`config.mk`:
```
export PLATFORM = sky130hd
export DESIGN_NAME = websocket_frame_deframer_top_flat
export DESIGN_NICKNAME = d
export VERILOG_FILES = /design/src/rtl/wsdf_pkg.sv /design/src/rtl/wsdf_in_if.sv /design/src/rtl/wsdf_out_if.sv /design/src/rtl/websocket_frame_deframer_top.sv /design/src/flat_wrapper.sv
export SDC_FILE = /design/constraint.sdc
export NUM_CORES = 1
export LEC_CHECK = 0
export BUFFER_PORTS_ARGS = -buffer_cell sky130_fd_sc_hd__clkbuf_2
export CAP_MARGIN = 25
export CORE_MARGIN = 3
export CORE_UTILIZATION = 43
export DETAILED_ROUTE_END_ITERATION = 6
export PLACE_DENSITY = 0.75
export SYNTH_ARGS = -nofsm -noshare
export SYNTH_HDL_FRONTEND = slang
export SYNTH_SLANG_ARGS = --single-unit
export TNS_END_PERCENT = 30
```
`constraint.sdc`:
```
create_clock -name clk -period 3.75 [get_ports clk]
set_input_delay 0.1875 -clock clk [delete_from_list [all_inputs] [get_ports clk]]
set_output_delay 0.1875 -clock clk [all_outputs]
set_load 0.05 [all_outputs]
```
`src/rtl/wsdf_pkg.sv`:
```
// wsdf_pkg: types and constants shared by the websocket frame deframer
// no dependencies

package wsdf_pkg;

  typedef enum logic [6:0] {
    PH_HDR0   = 7'b0000001,
    PH_HDR1   = 7'b0000010,
    PH_EXT_HI = 7'b0000100,
    PH_EXT_LO = 7'b0001000,
    PH_KEY    = 7'b0010000,
    PH_DATA   = 7'b0100000,
    PH_SKIP   = 7'b1000000
  } phase_t;

  typedef logic [1:0] kind_t;

  localparam kind_t KIND_BYTE  = 2'd0;
  localparam kind_t KIND_EMPTY = 2'd1;
  localparam kind_t KIND_TRUNC = 2'd2;
  localparam kind_t KIND_UNSUP = 2'd3;

  localparam logic [6:0] LEN_CODE_EXT16 = 7'd126;
  localparam logic [6:0] LEN_CODE_EXT64 = 7'd127;

endpackage

```
`src/rtl/wsdf_in_if.sv`:
```
// wsdf_in_if: received byte channel (valid/ready plus byte and buffer end mark)
// depends on nothing

interface wsdf_in_if;
  logic       valid;
  logic       ready;
  logic [7:0] data_byte;
  logic       buffer_end;

  modport source (output valid, output data_byte, output buffer_end, input ready);
  modport sink   (input valid, input data_byte, input buffer_end, output ready);
endinterface

```
`src/rtl/wsdf_out_if.sv`:
```
// wsdf_out_if: result channel of the deframer (payload bytes and frame events)
// uses wsdf_pkg for the kind type

interface wsdf_out_if;
  logic                valid;
  logic                ready;
  wsdf_pkg::kind_t     kind;
  logic [7:0]          payload_byte;
  logic                last_of_frame;
  logic                fin_flag;
  logic [3:0]          frame_opcode;
  logic                was_masked;
  logic [15:0]         payload_length;

  modport source (output valid, output kind, output payload_byte, output last_of_frame,
                  output fin_flag, output frame_opcode, output was_masked,
                  output payload_length, input ready);
  modport sink   (input valid, input kind, input payload_byte, input last_of_frame,
                  input fin_flag, input frame_opcode, input was_masked,
                  input payload_length, output ready);
endinterface

```
`src/rtl/websocket_frame_deframer_top.sv`:
```
// Websocket frame deframer: takes one received byte per clock and parses one frame
// per read buffer (FIN, opcode, mask bit, 7-bit or 16-bit length, optional mask key),
// then returns the unmasked payload bytes, the last one flagged. A buffer that ends
// early gives a truncated event, a 64-bit length code an unsupported event, a zero
// length frame an empty-frame event; header bytes and trailing bytes give nothing.
// One byte is taken every cycle while results are being taken; a byte that yields a
// result passes through the input register and then the result register before it is
// presented on the output. A result left waiting holds the input register, which then
// stalls the input. The parser state is updated combinationally between the two
// registers, which sets the one-byte-per-cycle rate.
// Depends on wsdf_pkg, wsdf_in_if and wsdf_out_if.

module websocket_frame_deframer_top (
  input  logic        clk,
  input  logic        rst_n,
  wsdf_in_if.sink     in_bus,
  wsdf_out_if.source  out_bus
);

  // input register
  logic       s1_valid_r;
  logic [7:0] s1_byte_r;
  logic       s1_end_r;

  // parser state
  wsdf_pkg::phase_t ph_r, ph_nxt;
  logic        fin_r, fin_nxt;
  logic [3:0]  op_r, op_nxt;
  logic        mask_r, mask_nxt;
  logic [15:0] len_r, len_nxt;
  logic [15:0] cnt_r, cnt_nxt;
  logic [7:0]  key_r [4];

  // result register
  logic             out_valid_r;
  wsdf_pkg::kind_t  out_kind_r;
  logic [7:0]       out_byte_r;
  logic             out_last_r;
  logic             out_fin_r;
  logic [3:0]       out_op_r;
  logic             out_mask_r;
  logic [15:0]      out_len_r;

  logic             res_fire;
  wsdf_pkg::kind_t  res_kind;
  logic [7:0]       res_byte;
  logic             res_last;
  logic             len_known;
  logic             hdr_done;
  logic             key_we;
  logic [1:0]       pos;
  logic [15:0]      cnt_inc;

  logic s2_free;
  logic go;

  assign s2_free      = !out_valid_r || out_bus.ready;
  assign go           = s1_valid_r && s2_free;
  assign in_bus.ready = !s1_valid_r || s2_free;

  assign pos     = cnt_r[1:0];
  assign cnt_inc = cnt_r + 16'd1;

  always_comb begin
    ph_nxt    = ph_r;
    fin_nxt   = fin_r;
    op_nxt    = op_r;
    mask_nxt  = mask_r;
    len_nxt   = len_r;
    cnt_nxt   = cnt_r;
    res_fire  = 1'b0;
    res_kind  = wsdf_pkg::KIND_BYTE;
    res_byte  = 8'd0;
    res_last  = 1'b0;
    len_known = 1'b0;
    hdr_done  = 1'b0;
    key_we    = 1'b0;
    if (go) begin
      case (ph_r)
        wsdf_pkg::PH_HDR1: begin
          mask_nxt = s1_byte_r[7];
          if (s1_byte_r[6:0] == wsdf_pkg::LEN_CODE_EXT64) begin
            len_nxt  = 16'd0;
            ph_nxt   = s1_end_r ? wsdf_pkg::PH_HDR0 : wsdf_pkg::PH_SKIP;
            res_fire = 1'b1;
            res_kind = wsdf_pkg::KIND_UNSUP;
          end else if (s1_byte_r[6:0] == wsdf_pkg::LEN_CODE_EXT16) begin
            len_nxt = 16'd0;
            if (s1_end_r) begin
              ph_nxt   = wsdf_pkg::PH_HDR0;
              res_fire = 1'b1;
              res_kind = wsdf_pkg::KIND_TRUNC;
            end else begin
              ph_nxt = wsdf_pkg::PH_EXT_HI;
            end
          end else begin
            len_nxt   = {9'd0, s1_byte_r[6:0]};
            len_known = 1'b1;
          end
        end
        wsdf_pkg::PH_EXT_HI: begin
          len_nxt = {s1_byte_r, 8'd0};
          if (s1_end_r) begin
            ph_nxt   = wsdf_pkg::PH_HDR0;
            res_fire = 1'b1;
            res_kind = wsdf_pkg::KIND_TRUNC;
          end else begin
            ph_nxt = wsdf_pkg::PH_EXT_LO;
          end
        end
        wsdf_pkg::PH_EXT_LO: begin
          len_nxt   = {len_r[15:8], s1_byte_r};
          len_known = 1'b1;
        end
        wsdf_pkg::PH_KEY: begin
          key_we = 1'b1;
          if (pos == 2'd3) begin
            hdr_done = 1'b1;
          end else begin
            cnt_nxt = {14'd0, pos + 2'd1};
            if (s1_end_r) begin
              ph_nxt   = wsdf_pkg::PH_HDR0;
              res_fire = 1'b1;
              res_kind = wsdf_pkg::KIND_TRUNC;
            end
          end
        end
        wsdf_pkg::PH_DATA: begin
          cnt_nxt = cnt_inc;
          if (cnt_inc == len_r) begin
            ph_nxt   = s1_end_r ? wsdf_pkg::PH_HDR0 : wsdf_pkg::PH_SKIP;
            res_fire = 1'b1;
            res_byte = s1_byte_r ^ (mask_r ? key_r[pos] : 8'd0);
            res_last = 1'b1;
          end else if (s1_end_r) begin
            ph_nxt   = wsdf_pkg::PH_HDR0;
            res_fire = 1'b1;
            res_kind = wsdf_pkg::KIND_TRUNC;
          end else begin
            res_fire = 1'b1;
            res_byte = s1_byte_r ^ (mask_r ? key_r[pos] : 8'd0);
          end
        end
        wsdf_pkg::PH_SKIP: begin
          if (s1_end_r) begin
            ph_nxt = wsdf_pkg::PH_HDR0;
          end
        end
        default: begin
          // first header byte, also recovers from any stray phase code
          fin_nxt  = s1_byte_r[7];
          op_nxt   = s1_byte_r[3:0];
          mask_nxt = 1'b0;
          len_nxt  = 16'd0;
          cnt_nxt  = 16'd0;
          if (s1_end_r) begin
            ph_nxt   = wsdf_pkg::PH_HDR0;
            res_fire = 1'b1;
            res_kind = wsdf_pkg::KIND_TRUNC;
          end else begin
            ph_nxt = wsdf_pkg::PH_HDR1;
          end
        end
      endcase

      // length complete: masked frames still need the key
      if (len_known) begin
        if (mask_nxt) begin
          cnt_nxt = 16'd0;
          if (s1_end_r) begin
            ph_nxt   = wsdf_pkg::PH_HDR0;
            res_fire = 1'b1;
            res_kind = wsdf_pkg::KIND_TRUNC;
          end else begin
            ph_nxt = wsdf_pkg::PH_KEY;
          end
        end else begin
          hdr_done = 1'b1;
        end
      end

      if (hdr_done) begin
        cnt_nxt = 16'd0;
        if (len_nxt == 16'd0) begin
          ph_nxt   = s1_end_r ? wsdf_pkg::PH_HDR0 : wsdf_pkg::PH_SKIP;
          res_fire = 1'b1;
          res_kind = wsdf_pkg::KIND_EMPTY;
        end else if (s1_end_r) begin
          ph_nxt   = wsdf_pkg::PH_HDR0;
          res_fire = 1'b1;
          res_kind = wsdf_pkg::KIND_TRUNC;
        end else begin
          ph_nxt = wsdf_pkg::PH_DATA;
        end
      end
    end
  end

  always_ff @(posedge clk) begin
    if (!rst_n) begin
      s1_valid_r <= 1'b0;
    end else if (in_bus.ready) begin
      s1_valid_r <= in_bus.valid;
    end
  end

  always_ff @(posedge clk) begin
    if (in_bus.valid && in_bus.ready) begin
      s1_byte_r <= in_bus.data_byte;
      s1_end_r  <= in_bus.buffer_end;
    end
  end

  always_ff @(posedge clk) begin
    if (!rst_n) begin
      ph_r   <= wsdf_pkg::PH_HDR0;
      fin_r  <= 1'b0;
      op_r   <= 4'd0;
      mask_r <= 1'b0;
      len_r  <= 16'd0;
      cnt_r  <= 16'd0;
    end else begin
      ph_r   <= ph_nxt;
      fin_r  <= fin_nxt;
      op_r   <= op_nxt;
      mask_r <= mask_nxt;
      len_r  <= len_nxt;
      cnt_r  <= cnt_nxt;
    end
  end

  // key bytes are always all written before any masked payload byte reads them
  always_ff @(posedge clk) begin
    if (key_we) begin
      key_r[pos] <= s1_byte_r;
    end
  end

  always_ff @(posedge clk) begin
    if (!rst_n) begin
      out_valid_r <= 1'b0;
    end else if (s2_free) begin
      out_valid_r <= res_fire;
    end
  end

  always_ff @(posedge clk) begin
    if (go && res_fire) begin
      out_kind_r <= res_kind;
      out_byte_r <= res_byte;
      out_last_r <= res_last;
      out_fin_r  <= fin_nxt;
      out_op_r   <= op_nxt;
      out_mask_r <= mask_nxt;
      out_len_r  <= len_nxt;
    end
  end

  assign out_bus.valid          = out_valid_r;
  assign out_bus.kind           = out_kind_r;
  assign out_bus.payload_byte   = out_byte_r;
  assign out_bus.last_of_frame  = out_last_r;
  assign out_bus.fin_flag       = out_fin_r;
  assign out_bus.frame_opcode   = out_op_r;
  assign out_bus.was_masked     = out_mask_r;
  assign out_bus.payload_length = out_len_r;

endmodule

```
`src/flat_wrapper.sv`:
```
// flat-port wrapper written by rule: the top's interface ports become plain ports
module websocket_frame_deframer_top_flat 
  (clk, rst_n, in_bus_valid, in_bus_data_byte, in_bus_buffer_end, in_bus_ready, out_bus_valid, out_bus_kind, out_bus_payload_byte, out_bus_last_of_frame, out_bus_fin_flag, out_bus_frame_opcode, out_bus_was_masked, out_bus_payload_length, out_bus_ready);
  wsdf_in_if in_bus_i ();
  wsdf_out_if out_bus_i ();
  input  logic clk;
  input  logic rst_n;
  input wire logic [$bits(in_bus_i.valid)-1:0] in_bus_valid;
  input wire logic [$bits(in_bus_i.data_byte)-1:0] in_bus_data_byte;
  input wire logic [$bits(in_bus_i.buffer_end)-1:0] in_bus_buffer_end;
  output wire logic [$bits(in_bus_i.ready)-1:0] in_bus_ready;
  output wire logic [$bits(out_bus_i.valid)-1:0] out_bus_valid;
  output wire logic [$bits(out_bus_i.kind)-1:0] out_bus_kind;
  output wire logic [$bits(out_bus_i.payload_byte)-1:0] out_bus_payload_byte;
  output wire logic [$bits(out_bus_i.last_of_frame)-1:0] out_bus_last_of_frame;
  output wire logic [$bits(out_bus_i.fin_flag)-1:0] out_bus_fin_flag;
  output wire logic [$bits(out_bus_i.frame_opcode)-1:0] out_bus_frame_opcode;
  output wire logic [$bits(out_bus_i.was_masked)-1:0] out_bus_was_masked;
  output wire logic [$bits(out_bus_i.payload_length)-1:0] out_bus_payload_length;
  input wire logic [$bits(out_bus_i.ready)-1:0] out_bus_ready;
  assign in_bus_i.valid = in_bus_valid;
  assign in_bus_i.data_byte = in_bus_data_byte;
  assign in_bus_i.buffer_end = in_bus_buffer_end;
  assign in_bus_ready = in_bus_i.ready;
  assign out_bus_valid = out_bus_i.valid;
  assign out_bus_kind = out_bus_i.kind;
  assign out_bus_payload_byte = out_bus_i.payload_byte;
  assign out_bus_last_of_frame = out_bus_i.last_of_frame;
  assign out_bus_fin_flag = out_bus_i.fin_flag;
  assign out_bus_frame_opcode = out_bus_i.frame_opcode;
  assign out_bus_was_masked = out_bus_i.was_masked;
  assign out_bus_payload_length = out_bus_i.payload_length;
  assign out_bus_i.ready = out_bus_ready;
  websocket_frame_deframer_top u_core (.clk(clk), .rst_n(rst_n), .in_bus(in_bus_i), .out_bus(out_bus_i));
endmodule
```
==> run metrics <==
run status=finished clean; dominant cell type by area after synthesis=sky130_fd_sc_hd__edfxtp_1; count of input and output buffers=between 40 and 50; FF+latch count, synth=123; part of the power in the clock network=0.509; reported net switching power=738 uW; chip height=around 120 um; TritonCTS clock tree=done; flop-to-flop setup slack=between 0.4 and 0.5 ns; number of cells in the finished layout apart from fillers=723; antenna violations before repair=0; worst min-delay path class=primary input to register; sequential element share of the synthesized area=0.549; xor/xnor cell area share of the yosys netlist=0.0566; DRC violation total after the first TritonRoute iteration=532; final worst path period share=0.869; wirelength, routed=roughly 14000 um; number of vias per cell=5.92; worst vdd rail ir drop=between 0.3 and 0.4 mV; Flop pwr share=0.450; Longest Clk Path Bufs=2; commonest register cell after synthesis=sky130_fd_sc_hd__edfxtp_1; number of DRC violations after detailed routing=0; simple-gate share of the synthesized area=0.184; RR Endpoint=u_core.out_bus.payload_byte[5]$_SDFFCE_PN0P_; leakage power=~0.0025 uW; Setup Skew=0.0105 ns; cell area after synthesis=5840 um^2; global-route wire length before repair=22600 um; final setup TNS=0 ns; total clock buffers created by CTS=17; Core ar.=12900 um^2; remaining max-slew budget at the tightest pin=0.533; number of unique standard cell types used by synthesis=67; Synth async-reset ratio=0; Antenna Nets Post-Route=0; dpl cells=682; Pwr per Cell Area=477 nW/um^2; post-detailed-route wirelength per cell=19.4 um; width of the die=122 um; critical path required time=3.87 ns; Ys Warns=0; cells after synthesis=about 490; effective utilization at floorplan=0.451; count of pins over their slew limit=0; destination of the worst hold path=u_core.s1_valid_r$_SDFFE_PN0N_; I/O pins=48; max-cap violation count=0; final count of negative-setup-slack endpoints=0; proportion of netlist area held by the largest area contributor=0.381; part of the total power dissipated in combinational logic=0.041; number of H-tree levels=4; setup repair after global routing missed its margin=no; R2R cell count=8; count of nets after finishing=557; Die Outline Area=15000 um^2; first-pass detailed-route iteration total=7; placed cell areas=6190 um^2; Synth Net Count=508; crit-path max FO=24; fraction of the mapped netlist area in compound gates=0.120; crit path time final=3.26 ns; Adder-Cell Fraction of Synth Area=0.0129; Crit Path Class=register to register; synth-to-layout area growth=18.1%; largest cells by area after synthesis=sky130_fd_sc_hd__edfxtp_1 38%, sky130_fd_sc_hd__dfxtp_1 17%, sky130_fd_sc_hd__a22o_1 4.1%; Root Driver=sky130_fd_sc_hd__clkbuf_16; Hold Vio Cnt, Final=0; endpoint type of the worst setup path=register; ant diodes=0; type of origin of the critical path=register; transition time at the pin with the least slew margin=0.698 ns; number of standard-cell rows in the floorplan=41; overflow left after global routing=0; post-route design area=~6900 um^2; most frequent standard cell in the layout excluding fill and tap cells=sky130_fd_sc_hd__edfxtp_1; pin count of the biggest net entering global routing=37; via count of the first global-routing pass=4273; mux contribution to synthesized area=0.0474; most frequent cells in the layout=74 x sky130_fd_sc_hd__edfxtp_1, 49 x sky130_fd_sc_hd__dfxtp_1, 47 x sky130_fd_sc_hd__clkbuf_2; endpoint arrival time on the critical path=about 3.4 ns; timing-limited maximum frequency=307 MHz; last weighted congestion value of the routability-driven placer=0.935; synthesized area per cell=11.9 um^2; Hold Startpoint=in_bus_valid; number of enable flip-flop cells after synthesis=74; Int Power=2550 uW; clock input transition at the sequential cells of the worst setup and hold paths=around 0.060 ns; launch point of the worst reg-to-reg path=u_core.ph_r[6]$_SDFFE_PN0P_; Sw Share=0.224; total global-route track usage=0.198; placed wire-length estimate after detailed placement=9410 um; startpoint of the worst setup timing path=u_core.ph_r[6]$_SDFFE_PN0P_; Clock Sink Count=~120; Vias=4279; number of cells on the worst hold path=3; fraction of final layout cells with drive strength greater than 1=0.201; largest family of logic cells by synthesized area=simple AND/OR/NAND/NOR gates; clock latency on the worst-skew pair=roughly 0.42 ns
==> routing by layer <==
metal  wire [um]  GRT usage  up-vias
met3         904     0.0433       45
li1            -          -     1946
met2        6520      0.307      205
met5           0          0        -
met4         501      0.103        0
met1        6070      0.262     2083
==> registers in the layout, indices dropped and copies added, names as in the netlist, 2 cells and up, named ones only <==
name                           count
u_core.op_r                        4
u_core.s1_byte_r                   8
u_core.key_r                      32
u_core.out_bus.payload_length     16
u_core.ph_r                        7
u_core.len_r                      16
u_core.cnt_r                      16
u_core.out_bus.frame_opcode        4
u_core.out_bus.payload_byte        8
u_core.out_bus.kind                2
==> worst max-delay path, cell delays in order, from the launching register on <==
cell and delay (ns):
sky130_fd_sc_hd__dfxtp_1 0.42, sky130_fd_sc_hd__or4_1 0.71, sky130_fd_sc_hd__nand2b_1 0.26, sky130_fd_sc_hd__a211oi_1 0.23, sky130_fd_sc_hd__a211o_1 0.20, sky130_fd_sc_hd__nor2b_1 0.31, sky130_fd_sc_hd__nor2_1 0.14, sky130_fd_sc_hd__a21oi_4 0.44
sky130_fd_sc_hd__buf_12 0.24
==> area by class of cell <==
cell class | count | area (um^2)
Clock buffer | 21 | 482
Sequential cell | 123 | 3200
Clock inverter | 11 | 131
Fill cell | 1122 | 6030
Timing Repair Buffer | 59 | 360
Inverter | 10 | 37.5
Tap cell | 172 | 215
Multi-Input combinational cell | 327 | 2460
==> power groups by stage <==
| stage | logic, uW | registers (uW) | clock network (uW) |
|---|---|---|---|
| floorplan | 67.5 | 1530 | 0 |
| global placement | 126 | 1510 | 0 |
| detailed placement | 128 | 1510 | 0 |
| CTS | 136 | 1480 | 1690 |
| global route | 147 | 1480 | 1750 |
| finish | 136 | 1480 | 1670 |
==> cell families after synthesis <==
family | Yosys count
simple gates | 178
compound gates | 90
buf+inv | 39
xor+xnor | 36
fa+ha+maj | 6
mux | 17
flops | 123
==> Yosys cell counts, drive strengths merged, types with 8 or more instances <==
cell type,instances
edfxtp,74
dfxtp,49
nor2,36
nand2,34
a22o,27
and2,27
xor2,19
a21oi,16
xnor2,16
clkbuf,15
buf,14
nor3,11
nor4,11
o21ai,11
inv,10
nand3,9
nand4,9
or4,9
mux4,8
==> worst max path at each step <==
stage / to / cells past startpoint
floorplan: u_core.out_bus.fin_flag$_DFFE_PP_ / 8
global placement: u_core.out_bus.kind[0]$_SDFFCE_PN0P_ / 8
detailed placement: u_core.out_bus.kind[0]$_SDFFCE_PN0P_ / 8
CTS: u_core.out_bus.payload_byte[5]$_SDFFCE_PN0P_ / 8
global route: u_core.out_bus.kind[0]$_SDFFCE_PN0P_ / 8
finish: u_core.out_bus.payload_byte[5]$_SDFFCE_PN0P_ / 8
==> repair_timing <==
action	CTS	global route
gates resized for setup	0	0
hold buffers	9	0
endpoints found under the hold margin	9	0
buffers inserted	0	0
setup endpoints to repair	0	0
==> per-stage QoR <==
stage,util,total power [uW],setup slack [ns],hold slack (ns)
after floorplan,-,1590,0.508,0.286
after global routing,0.533,3380,0.344,0.0473
after global placement,0.479,1630,0.728,0.365
after CTS,0.533,3300,0.571,0.00428
final,0.533,3290,0.490,0.00243
after detailed placement,0.479,1640,0.618,0.366
(Power assumes the default switching activity.)
